File: config.mk
export PLATFORM = sky130hd
export DESIGN_NAME = adsr_voice_bank_mixer
export DESIGN_NICKNAME = d
export VERILOG_FILES = /design/src/hdl/avbm_pkg.sv /design/src/hdl/adsr_voice_bank_mixer.sv /design/src/hdl/avbm_front.sv /design/src/hdl/avbm_div.sv /design/src/hdl/avbm_back.sv
export SDC_FILE = /design/constraint.sdc
export NUM_CORES = 2
export LEC_CHECK = 0
export BUFFER_PORTS_ARGS = -buffer_cell sky130_fd_sc_hd__buf_2
export CAP_MARGIN = 10
export CORE_MARGIN = 2
export CORE_UTILIZATION = 40
export CTS_CLUSTER_DIAMETER = 30
export DETAILED_ROUTE_END_ITERATION = 10
export SYNTH_ARGS = -nofsm -noshare
export SYNTH_HDL_FRONTEND = slang
export SYNTH_SLANG_ARGS = --single-unit
File: constraint.sdc
create_clock -name clock -period 6.54 [get_ports clock]
set_input_delay 1.308 -clock clock [delete_from_list [all_inputs] [get_ports clock]]
set_output_delay 1.308 -clock clock [all_outputs]
set_load 0.05 [all_outputs]
File: src/hdl/avbm_pkg.sv
// avbm_pkg: shared types, constants and the envelope step function
// for the adsr voice bank mixer; no dependencies
`timescale 1ns / 1ps
package avbm_pkg;

   localparam int VOICES_DEF = 4;
   localparam int QDEPTH = 2;
   localparam int QPTR_W = 1;
   localparam int QCNT_W = 2;
   localparam logic [22:0] MAX_LEVEL_RST = 23'd8323072;

   // input function codes
   localparam logic [1:0] FUNC_TICK = 2'd0;
   localparam logic [1:0] FUNC_START = 2'd1;
   localparam logic [1:0] FUNC_RELEASE = 2'd2;

   // register indexes
   localparam logic REG_MODE = 1'b0;
   localparam logic REG_MAX = 1'b1;

   typedef enum logic [1:0] {
      CMD_TICK,
      CMD_START,
      CMD_RELEASE
   } cmd_kind_type;

   typedef enum logic [2:0] {
      PH_IDLE,
      PH_ATTACK,
      PH_DECAY,
      PH_SUSTAIN,
      PH_RELEASE
   } phase_type;

   typedef enum logic [2:0] {
      BK_IDLE,
      BK_EMIT,
      BK_DIV_START,
      BK_DIV_WAIT,
      BK_MIX
   } back_state_type;

   typedef struct packed {
      cmd_kind_type kind;
      logic [1:0] voice;
      logic [6:0] attack;
      logic [6:0] decay;
      logic [6:0] rel;
      logic [6:0] sustain;
      logic [23:0] half_period;
      logic [31:0] time_count;
   } cmd_type;

   typedef struct packed {
      logic [6:0] attack;
      logic [6:0] decay;
      logic [6:0] rel;
      logic [6:0] sustain;
   } voice_type;

   typedef struct packed {
      phase_type phase;
      logic signed [24:0] level;
   } env_type;

   typedef struct packed {
      logic output_mode;
      logic [22:0] max_level;
   } cfg_type;

   // result fields, lowest bits last
   typedef struct packed {
      logic [7:0] modulation;
      logic [2:0] active_voices;
      logic [22:0] voice_level;
      logic voice_enable;
      logic [1:0] voice_index;
   } rsp_type;

   function automatic logic signed [24:0] rate_step(logic [6:0] rate);
      logic [7:0] diff;
      diff = 8'd128 - {1'b0, rate};
      return $signed({9'b0, diff, 8'b0});
   endfunction

   // one tick of one envelope
   function automatic env_type env_step(env_type e, voice_type p, logic [22:0] maxl);
      logic signed [24:0] lvl;
      logic signed [24:0] sus;
      logic signed [24:0] mx;
      phase_type ph;
      env_type r;
      lvl = e.level;
      ph = e.phase;
      sus = $signed({2'b0, p.sustain, 16'b0});
      mx = $signed({2'b0, maxl});
      case (ph)
         PH_ATTACK: begin
            if (p.attack != 7'd0) lvl = lvl + rate_step(p.attack);
            else ph = PH_SUSTAIN;
            if (lvl >= mx) begin
               lvl = mx;
               ph = PH_DECAY;
            end
         end
         PH_DECAY: begin
            if (p.decay != 7'd0) lvl = lvl - rate_step(p.decay);
            else ph = PH_SUSTAIN;
            if (lvl <= sus) begin
               lvl = sus;
               ph = PH_SUSTAIN;
            end
         end
         PH_SUSTAIN: lvl = sus;
         PH_RELEASE: begin
            if (p.rel != 7'd0) lvl = lvl - rate_step(p.rel);
            else lvl = '0;
            if (lvl <= 25'sd0) begin
               lvl = '0;
               ph = PH_IDLE;
            end
         end
         default: ;
      endcase
      r.phase = ph;
      r.level = lvl;
      return r;
   endfunction

endpackage

File: src/hdl/adsr_voice_bank_mixer.sv
// adsr_voice_bank_mixer: top level with configuration registers
// depends on avbm_pkg, avbm_front, avbm_back
//
// Usage: items come in on the req_ stream; tuser carries the function
// (tick, start voice, release voice), tdata the voice settings and time.
// Start and release items give no result. A tick steps every envelope and
// gives either one result per voice (tlast on the final one) or, in mixed
// mode, a single modulation result, on the rsp_ stream.
// The csr_ port holds output_mode at address 0 and max_level at address 4;
// write them only while the block is idle.
// A mixed tick waits on the shared 32-step divider, which finds each
// voice's square-wave polarity, one voice after another.
// A two-entry command queue sits between the input and the back end, so
// items are taken while results wait; a stalled receiver holds the output
// register and the back end waits for it. Reset puts all voices idle at
// level zero, clears the queue and loads the register defaults.
`timescale 1ns / 1ps
module adsr_voice_bank_mixer #(
   parameter int VOICES = avbm_pkg::VOICES_DEF
) (
   input  logic clock,
   input  logic reset,
   input  logic req_tvalid,
   output logic req_tready,
   input  logic [1:0] req_tuser,    // func
   input  logic [87:0] req_tdata,   // voice, attack_rate, decay_rate, release_rate,
                                    // sustain_level, half_period, time_count, zero fill
   output logic rsp_tvalid,
   input  logic rsp_tready,
   output logic [39:0] rsp_tdata,   // voice_index, voice_enable, voice_level,
                                    // active_voices, modulation, zero fill
   output logic rsp_tlast,
   input  logic csr_psel,
   input  logic csr_penable,
   input  logic csr_pwrite,
   input  logic [2:0] csr_paddr,
   input  logic [31:0] csr_pwdata,
   output logic [31:0] csr_prdata,
   output logic csr_pready
);

   avbm_pkg::cfg_type cfg_ff, cfg_in;
   avbm_pkg::cmd_type q_cmd;
   avbm_pkg::rsp_type rsp_fields;
   logic q_valid, q_pop, csr_write;

   // configuration registers
   assign csr_pready = 1'b1;
   assign csr_write = csr_psel && csr_penable && csr_pwrite;

   always_comb begin
      cfg_in = cfg_ff;
      if (csr_write) begin
         case (csr_paddr[2])
            avbm_pkg::REG_MODE: cfg_in.output_mode = csr_pwdata[0];
            avbm_pkg::REG_MAX: cfg_in.max_level = csr_pwdata[22:0];
            default: ;
         endcase
      end
      case (csr_paddr[2])
         avbm_pkg::REG_MODE: csr_prdata = {31'b0, cfg_ff.output_mode};
         avbm_pkg::REG_MAX: csr_prdata = {9'b0, cfg_ff.max_level};
         default: csr_prdata = '0;
      endcase
   end

   always_ff @(posedge clock) begin
      if (reset) begin
         cfg_ff.output_mode <= 1'b0;
         cfg_ff.max_level <= avbm_pkg::MAX_LEVEL_RST;
      end else begin
         cfg_ff <= cfg_in;
      end
   end

   avbm_front #(.VOICES(VOICES)) u_front (
      .clock(clock),
      .reset(reset),
      .req_tvalid(req_tvalid),
      .req_tready(req_tready),
      .req_tuser(req_tuser),
      .req_tdata(req_tdata),
      .q_valid(q_valid),
      .q_cmd(q_cmd),
      .q_pop(q_pop)
   );

   avbm_back #(.VOICES(VOICES)) u_back (
      .clock(clock),
      .reset(reset),
      .cfg(cfg_ff),
      .q_valid(q_valid),
      .q_cmd(q_cmd),
      .q_pop(q_pop),
      .rsp_tready(rsp_tready),
      .rsp_tvalid(rsp_tvalid),
      .rsp_fields(rsp_fields),
      .rsp_tlast(rsp_tlast)
   );

   assign rsp_tdata = {3'b0, rsp_fields};

   // checks
   a_pop_valid: assert property (@(posedge clock) disable iff (reset)
      q_pop |-> q_valid) else $error("queue popped while empty");

   a_enable_level: assert property (@(posedge clock) disable iff (reset)
      rsp_tvalid |-> (rsp_fields.voice_enable == (rsp_fields.voice_level != '0)))
      else $error("enable does not match level");

   a_mixed_fields: assert property (@(posedge clock) disable iff (reset)
      rsp_tvalid && cfg_ff.output_mode |-> rsp_tlast && rsp_fields.voice_level == '0)
      else $error("mixed result carries voice fields");

   a_active_range: assert property (@(posedge clock) disable iff (reset)
      rsp_tvalid |-> 32'(rsp_fields.active_voices) <= 32'(VOICES))
      else $error("active count above voice count");

endmodule

File: src/hdl/avbm_front.sv
// avbm_front: accepts input items, drops meaningless ones, queues commands
// depends on avbm_pkg
`timescale 1ns / 1ps
module avbm_front #(
   parameter int VOICES = avbm_pkg::VOICES_DEF
) (
   input  logic clock,
   input  logic reset,
   input  logic req_tvalid,
   output logic req_tready,
   input  logic [1:0] req_tuser,    // func
   input  logic [87:0] req_tdata,   // voice, attack, decay, release, sustain, half_period, time
   output logic q_valid,
   output avbm_pkg::cmd_type q_cmd,
   input  logic q_pop
);

   avbm_pkg::cmd_type mem_ff [avbm_pkg::QDEPTH];
   logic [avbm_pkg::QPTR_W-1:0] wr_ptr_ff, wr_ptr_in, rd_ptr_ff, rd_ptr_in;
   logic [avbm_pkg::QCNT_W-1:0] count_ff, count_in;
   avbm_pkg::cmd_type cmd;
   logic keep, push;

   // classify the item
   always_comb begin
      cmd.voice = req_tdata[1:0];
      cmd.attack = req_tdata[8:2];
      cmd.decay = req_tdata[15:9];
      cmd.rel = req_tdata[22:16];
      cmd.sustain = req_tdata[29:23];
      cmd.half_period = req_tdata[53:30];
      cmd.time_count = req_tdata[85:54];
      cmd.kind = avbm_pkg::CMD_TICK;
      keep = 1'b0;
      case (req_tuser)
         avbm_pkg::FUNC_TICK: keep = 1'b1;
         avbm_pkg::FUNC_START: begin
            cmd.kind = avbm_pkg::CMD_START;
            keep = 32'(req_tdata[1:0]) < 32'(VOICES);
         end
         avbm_pkg::FUNC_RELEASE: begin
            cmd.kind = avbm_pkg::CMD_RELEASE;
            keep = 32'(req_tdata[1:0]) < 32'(VOICES);
         end
         default: keep = 1'b0;
      endcase
   end

   assign req_tready = count_ff != avbm_pkg::QCNT_W'(avbm_pkg::QDEPTH);
   assign push = req_tvalid && req_tready && keep;
   assign q_valid = count_ff != '0;
   assign q_cmd = mem_ff[rd_ptr_ff];

   // queue pointers
   always_comb begin
      wr_ptr_in = push ? wr_ptr_ff + 1'b1 : wr_ptr_ff;
      rd_ptr_in = q_pop ? rd_ptr_ff + 1'b1 : rd_ptr_ff;
      count_in = count_ff + (push ? 1'b1 : 1'b0) - (q_pop ? 1'b1 : 1'b0);
   end

   always_ff @(posedge clock) begin
      if (reset) begin
         wr_ptr_ff <= '0;
         rd_ptr_ff <= '0;
         count_ff <= '0;
      end else begin
         wr_ptr_ff <= wr_ptr_in;
         rd_ptr_ff <= rd_ptr_in;
         count_ff <= count_in;
      end
   end

   // queue storage
   always_ff @(posedge clock) begin
      if (push) mem_ff[wr_ptr_ff] <= cmd;
   end

endmodule

File: src/hdl/avbm_div.sv
// avbm_div: restoring divider, one quotient bit a cycle, gives quotient bit 0
// no dependencies
`timescale 1ns / 1ps
module avbm_div (
   input  logic clock,
   input  logic reset,
   input  logic start,
   input  logic [31:0] dividend,
   input  logic [23:0] divisor,
   output logic done,
   output logic quot_lsb
);

   logic busy_ff, busy_in, done_ff, done_in, qbit_ff, qbit_in;
   logic [4:0] cnt_ff, cnt_in;
   logic [23:0] rem_ff, rem_in, div_ff, div_in;
   logic [31:0] dvd_ff, dvd_in;
   logic [24:0] trial;

   // one step of long division
   always_comb begin
      busy_in = busy_ff;
      done_in = 1'b0;
      qbit_in = qbit_ff;
      cnt_in = cnt_ff;
      rem_in = rem_ff;
      div_in = div_ff;
      dvd_in = dvd_ff;
      trial = {rem_ff, dvd_ff[31]};
      if (start) begin
         busy_in = 1'b1;
         cnt_in = '0;
         rem_in = '0;
         div_in = divisor;
         dvd_in = dividend;
      end else if (busy_ff) begin
         dvd_in = {dvd_ff[30:0], 1'b0};
         if (trial >= {1'b0, div_ff}) begin
            rem_in = 24'(trial - {1'b0, div_ff});
            qbit_in = 1'b1;
         end else begin
            rem_in = trial[23:0];
            qbit_in = 1'b0;
         end
         cnt_in = cnt_ff + 1'b1;
         if (cnt_ff == 5'd31) begin
            busy_in = 1'b0;
            done_in = 1'b1;
         end
      end
   end

   always_ff @(posedge clock) begin
      if (reset) begin
         busy_ff <= 1'b0;
         done_ff <= 1'b0;
      end else begin
         busy_ff <= busy_in;
         done_ff <= done_in;
      end
   end

   always_ff @(posedge clock) begin
      qbit_ff <= qbit_in;
      cnt_ff <= cnt_in;
      rem_ff <= rem_in;
      div_ff <= div_in;
      dvd_ff <= dvd_in;
   end

   assign done = done_ff;
   assign quot_lsb = qbit_ff;

endmodule

File: src/hdl/avbm_back.sv
// avbm_back: voice state, envelope stepping, result sequencing and mixing
// depends on avbm_pkg and avbm_div
`timescale 1ns / 1ps
module avbm_back #(
   parameter int VOICES = avbm_pkg::VOICES_DEF
) (
   input  logic clock,
   input  logic reset,
   input  avbm_pkg::cfg_type cfg,
   input  logic q_valid,
   input  avbm_pkg::cmd_type q_cmd,
   output logic q_pop,
   input  logic rsp_tready,
   output logic rsp_tvalid,
   output avbm_pkg::rsp_type rsp_fields,
   output logic rsp_tlast
);

   localparam int VIDX_W = VOICES > 1 ? $clog2(VOICES) : 1;
   localparam int ACT_W = $clog2(VOICES + 1);
   localparam int SUM_W = 25 + $clog2(VOICES) + 1;
   localparam logic signed [SUM_W-1:0] MIX_HI = 127;
   localparam logic signed [SUM_W-1:0] MIX_LO = -128;
   localparam logic [VIDX_W-1:0] LAST_V = VIDX_W'(VOICES - 1);

   avbm_pkg::env_type env_ff [VOICES];
   avbm_pkg::env_type env_in [VOICES];
   avbm_pkg::voice_type par_ff [VOICES];
   avbm_pkg::voice_type par_in [VOICES];
   logic [23:0] hp_ff [VOICES];
   logic [23:0] hp_in [VOICES];
   avbm_pkg::back_state_type state_ff, state_in;
   logic [VIDX_W-1:0] cnt_ff, cnt_in, vi;
   logic [31:0] time_ff, time_in;
   logic signed [SUM_W-1:0] sum_ff, sum_in, mixed;
   logic valid_ff, valid_in, last_ff, last_in;
   avbm_pkg::rsp_type out_ff, out_in;
   logic [ACT_W-1:0] active;
   logic out_free, div_start, div_done, div_q;
   logic signed [24:0] cur_lvl;

   avbm_div u_div (
      .clock(clock),
      .reset(reset),
      .start(div_start),
      .dividend(time_ff),
      .divisor(hp_ff[cnt_ff]),
      .done(div_done),
      .quot_lsb(div_q)
   );

   // voices above zero
   always_comb begin
      active = '0;
      for (int v = 0; v < VOICES; v++) begin
         if (env_ff[v].level > 25'sd0) active = active + 1'b1;
      end
   end

   assign out_free = !valid_ff || rsp_tready;
   assign vi = VIDX_W'(q_cmd.voice);
   assign cur_lvl = env_ff[cnt_ff].level;
   assign mixed = sum_ff >>> 16;

   // sequencer
   always_comb begin
      state_in = state_ff;
      cnt_in = cnt_ff;
      time_in = time_ff;
      sum_in = sum_ff;
      env_in = env_ff;
      par_in = par_ff;
      hp_in = hp_ff;
      valid_in = rsp_tready ? 1'b0 : valid_ff;
      last_in = last_ff;
      out_in = out_ff;
      q_pop = 1'b0;
      div_start = 1'b0;
      case (state_ff)
         avbm_pkg::BK_IDLE: begin
            if (q_valid) begin
               q_pop = 1'b1;
               case (q_cmd.kind)
                  avbm_pkg::CMD_START: begin
                     par_in[vi].attack = q_cmd.attack;
                     par_in[vi].decay = q_cmd.decay;
                     par_in[vi].rel = q_cmd.rel;
                     par_in[vi].sustain = q_cmd.sustain;
                     hp_in[vi] = q_cmd.half_period != '0 ? q_cmd.half_period : 24'd1;
                     env_in[vi].phase = avbm_pkg::PH_ATTACK;
                  end
                  avbm_pkg::CMD_RELEASE: env_in[vi].phase = avbm_pkg::PH_RELEASE;
                  avbm_pkg::CMD_TICK: begin
                     for (int v = 0; v < VOICES; v++) begin
                        env_in[v] = avbm_pkg::env_step(env_ff[v], par_ff[v], cfg.max_level);
                     end
                     time_in = q_cmd.time_count;
                     cnt_in = '0;
                     sum_in = '0;
                     state_in = cfg.output_mode ? avbm_pkg::BK_DIV_START : avbm_pkg::BK_EMIT;
                  end
                  default: ;
               endcase
            end
         end
         // one per-voice item a cycle while the output register is free
         avbm_pkg::BK_EMIT: begin
            if (out_free) begin
               valid_in = 1'b1;
               out_in.voice_index = 2'(cnt_ff);
               out_in.voice_enable = cur_lvl > 25'sd0;
               out_in.voice_level = cur_lvl[22:0];
               out_in.active_voices = 3'(active);
               out_in.modulation = '0;
               last_in = cnt_ff == LAST_V;
               if (cnt_ff == LAST_V) state_in = avbm_pkg::BK_IDLE;
               else cnt_in = cnt_ff + 1'b1;
            end
         end
         avbm_pkg::BK_DIV_START: begin
            div_start = 1'b1;
            state_in = avbm_pkg::BK_DIV_WAIT;
         end
         // square-wave polarity decides the sign of each active voice
         avbm_pkg::BK_DIV_WAIT: begin
            if (div_done) begin
               if (cur_lvl > 25'sd0) begin
                  if (div_q) sum_in = sum_ff + SUM_W'(cur_lvl);
                  else sum_in = sum_ff - SUM_W'(cur_lvl);
               end
               if (cnt_ff == LAST_V) begin
                  state_in = avbm_pkg::BK_MIX;
               end else begin
                  cnt_in = cnt_ff + 1'b1;
                  state_in = avbm_pkg::BK_DIV_START;
               end
            end
         end
         // clamp and offset the mix
         avbm_pkg::BK_MIX: begin
            if (out_free) begin
               valid_in = 1'b1;
               last_in = 1'b1;
               out_in.voice_index = '0;
               out_in.voice_enable = 1'b0;
               out_in.voice_level = '0;
               out_in.active_voices = 3'(active);
               if (mixed > MIX_HI) out_in.modulation = 8'hFF;
               else if (mixed < MIX_LO) out_in.modulation = 8'h00;
               else out_in.modulation = mixed[7:0] ^ 8'h80;
               state_in = avbm_pkg::BK_IDLE;
            end
         end
         default: state_in = avbm_pkg::BK_IDLE;
      endcase
   end

   always_ff @(posedge clock) begin
      if (reset) begin
         state_ff <= avbm_pkg::BK_IDLE;
         valid_ff <= 1'b0;
         for (int v = 0; v < VOICES; v++) begin
            env_ff[v] <= '{phase: avbm_pkg::PH_IDLE, level: '0};
            par_ff[v] <= '0;
            hp_ff[v] <= 24'd1;
         end
      end else begin
         state_ff <= state_in;
         valid_ff <= valid_in;
         env_ff <= env_in;
         par_ff <= par_in;
         hp_ff <= hp_in;
      end
   end

   always_ff @(posedge clock) begin
      cnt_ff <= cnt_in;
      time_ff <= time_in;
      sum_ff <= sum_in;
      last_ff <= last_in;
      out_ff <= out_in;
   end

   assign rsp_tvalid = valid_ff;
   assign rsp_fields = out_ff;
   assign rsp_tlast = last_ff;

endmodule
==> metrics.txt <==
area of the multi-input gates=24900 sq um; Rel. slew slack=0.0982; sequential share of power=0.236; CTS buffer count=173; initial antenna violation count=16; drt first-iter violations=3543; Layout fillers=10.2k; area share of the largest cell type after synthesis=0.226; CORE AREA=109000 sq um; routed vias/inst=5.76; gr usage total=0.261; first-pass GRT wire length=224 mm; grt ovf=0; First-pass DRT Iterations=8; async set or reset register ratio after synthesis=0; final hold vios=0; die footprint=113000 sq um; layout net count=5355; Worst-Margin Slew=1340 ps; Synth warnings=0; Worst-path clk slew=50 ps; Final Instance Count excl. Fillers=6547; delay-heaviest family, CP=compound AO/OA/AOI/OAI gates; Starting Density=0.405; area of placed instances=46700 sq um; mean post-synth cell area=9.35 sq um; Leak=20.9 nW; CP max stage delay=1070 ps; Die Y=336 um; I/O pins=208; DP Cell Count=6218; routability cong.=0.959; logic gate share of total power=0.405; Die W=336 um; number of enable flip-flop cells after synthesis=333; Max Cap Viol=0; CTS tree=yes; final slew viol count=0; Post-route DRC=0; Clock Sinks=717; post-cts sizing count=0; worst endpoint required time=7220 ps; pin count of the biggest net entering global routing=189; Setup TNS=0 ps; highest-delay cell along the critical path=nor3_1; final period utilization=0.915; final core utilization=0.484; register area share after synthesis=0.400; register area=17700 sq um; # setup viols final=0; fin crit period=5980 ps; Yosys reg bits=717; post-synth top area cell=edfxtp_1; Synth Cell Area=44200 sq um; Crit. End Element=register; Layout area overhead=19.5%; Cells after Synth=4724; kind of critical path=register to register; ys flop type=dfxtp_1; highest net fanout along the worst path=11; HPWL after DPL=107 mm; R2R depth=22; Fmax=167 MHz; vias in the first global route=36.1k; port buffer count=181; status=complete, no violations; DR vias=37.7k; post-route design area=52800 sq um; # hold bufs at CTS=0; Cell Chain, Critical Path=inv_1 > ha_1 > fa_1 > a21o_1 > a21oi_1 > o21ai_0 > a211oi_1 > or2_1 > nor2_1 > nand2_1 > xnor2_1 > ha_1 > a21o_1 > a21o_1 > a21oi_1 > o21ai_0 > a31oi_1 > a211oi_1 > nand2_1 > buf_4 > nor3_1 > a22o_1; CP Launch Type=register; Levels on crit path=22; NetSw=0.00940 W; clock root buffer=clkbuf_16; layout cells sized above 1=0.151; Crit path arrival time=6670 ps; clock network latency to the later pin of the worst-skew pair=790 ps; WL final=149 mm; row count=121; Hold Path Cell Cnt=2; Avg WL per Cell=22.8 um; top cells by area, synth=edfxtp_1, dfxtp_1, ha_1; worst-case clock buffer depth=3; Netlist cell types=106; Clock Skews=76.6 ps; Int Pwr=0.0149 W; VDD IR max=0.000275 V; Post-DRT Antenna Nets=0; CP bufs+invs=2; power share of the clock group=0.359; Top cell by count, worst path=a21o_1; RSZ-0062 raised after global routing=false; Net Sw Frac=0.387; Power Density=460 nW/um^2; H-tree Lvls=4; number of setup buffers added after CTS=0; Hold Crit Class=register to register
## kinds of logic after synthesis
logic type / Yosys count / synth area share
DFF: 717 / 0.400
xor gates and xnor gates: 258 / 0.0511
muxes: 234 / 0.0690
AOI/OAI and AO/OA: 1257 / 0.194
other: 2 / 0.000170
and+or+nand+nor: 1502 / 0.157
buffers and inverters: 449 / 0.0402
adders and majority gates: 305 / 0.0888
## layout make-up
cell class                      count  share of cell area
Antenna cell                        5            0.000237
Inverter                          195              0.0139
Clock buffer                      207              0.0873
Sequential cell                   717               0.335
Tap cell                         1476              0.0350
Timing Repair Buffer              262              0.0293
Clock inverter                    116              0.0278
Multi-Input combinational cell   3569               0.471
## cell usage after synthesis, drive strengths merged, types with 15 or more instances
master,instances
nor2,561
nand2,406
dfxtp,384
edfxtp,333
ha,291
a21oi,284
a211oi,272
o21ai,232
inv,194
clkbuf,187
xnor2,134
xor2,124
mux2i,112
nor3,99
mux2,73
nand3,70
buf,67
a21o,59
o21a,54
mux4,49
and2,48
nor4,46
or3,44
nor2b,40
nand2b,39
a31oi,37
o211ai,35
a22o,32
and3,30
nand4,28
o22ai,28
o31ai,24
or4,24
nor4b,15
or2,15
## routing by layer
metal | track usage | wire, um | vias to the layer above
li1 | - | - | 17900
met1 | 0.363 | 67100 | 17900
met2 | 0.387 | 63000 | 1612
met3 | 0.0615 | 13000 | 330
met4 | 0.108 | 5910 | 20
met5 | 0 | 116 | -
## registers in the layout, summed over array words and instances, names as in the netlist, 28 cells and up, named ones only
| register | flops |
|---|---|
| u_back.rsp_fields | 37 |
| u_back.u_div.dvd_ff | 32 |
| u_front.mem_ff | 176 |
| u_back.par_ff | 112 |
| u_back.hp_ff | 96 |
| u_back.time_ff | 32 |
| u_back.sum_ff | 28 |
| u_back.env_ff | 112 |
## power by group through the flow
stage | Clock, W | Sequential [W] | Combinational [W]
finish | 0.00873 | 0.00573 | 0.00985
global route | 0.00907 | 0.00578 | 0.0108
CTS | 0.00884 | 0.00572 | 0.00969
detailed placement | 0 | 0.00580 | 0.00963
global placement | 0 | 0.00578 | 0.00957
floorplan | 0 | 0.00578 | 0.00705
## through the flow
stage | worst slack [ps] | total power, W | hold WS, ps
4_1_cts | 754 | 0.0242 | 483
3_3_place_gp | 829 | 0.0153 | 454
2_1_floorplan | 523 | 0.0128 | 443
5_1_grt | 226 | 0.0256 | 499
3_5_place_dp | 802 | 0.0154 | 472
6_report | 557 | 0.0243 | 484
## cell usage in the layout (no fill, tap or decap), types with 73 or more instances in the layout
cell type,n
xor2_1,124
buf_2,180
edfxtp_1,333
dfxtp_1,383
a211oi_1,270
o21ai_0,223
a21oi_1,282
xnor2_1,134
mux2i_1,94
mux2_2,73
nand2_1,406
nor3_1,94
inv_1,192
buf_4,79
nor2_1,558
clkbuf_16,174
ha_1,291
## path summary, 6_finish.rpt
path                                 from                       to  slack [ps]
setup / recovery       u_back.par_ff[105]        u_back.env_ff[88]         560
hold / removal    u_back.u_div.rem_ff[18]  u_back.u_div.rem_ff[18]         480
setup reg to reg       u_back.par_ff[105]        u_back.env_ff[88]         560
hold reg to reg   u_back.u_div.rem_ff[18]  u_back.u_div.rem_ff[18]         480
## tightest hold or removal path, cell delays in order, from the launching register on
cell and delay, ps:
dfxtp_1 320, nand2_1 50, o21ai_0 60
Note: power is estimated with default switching activity, not from simulation.
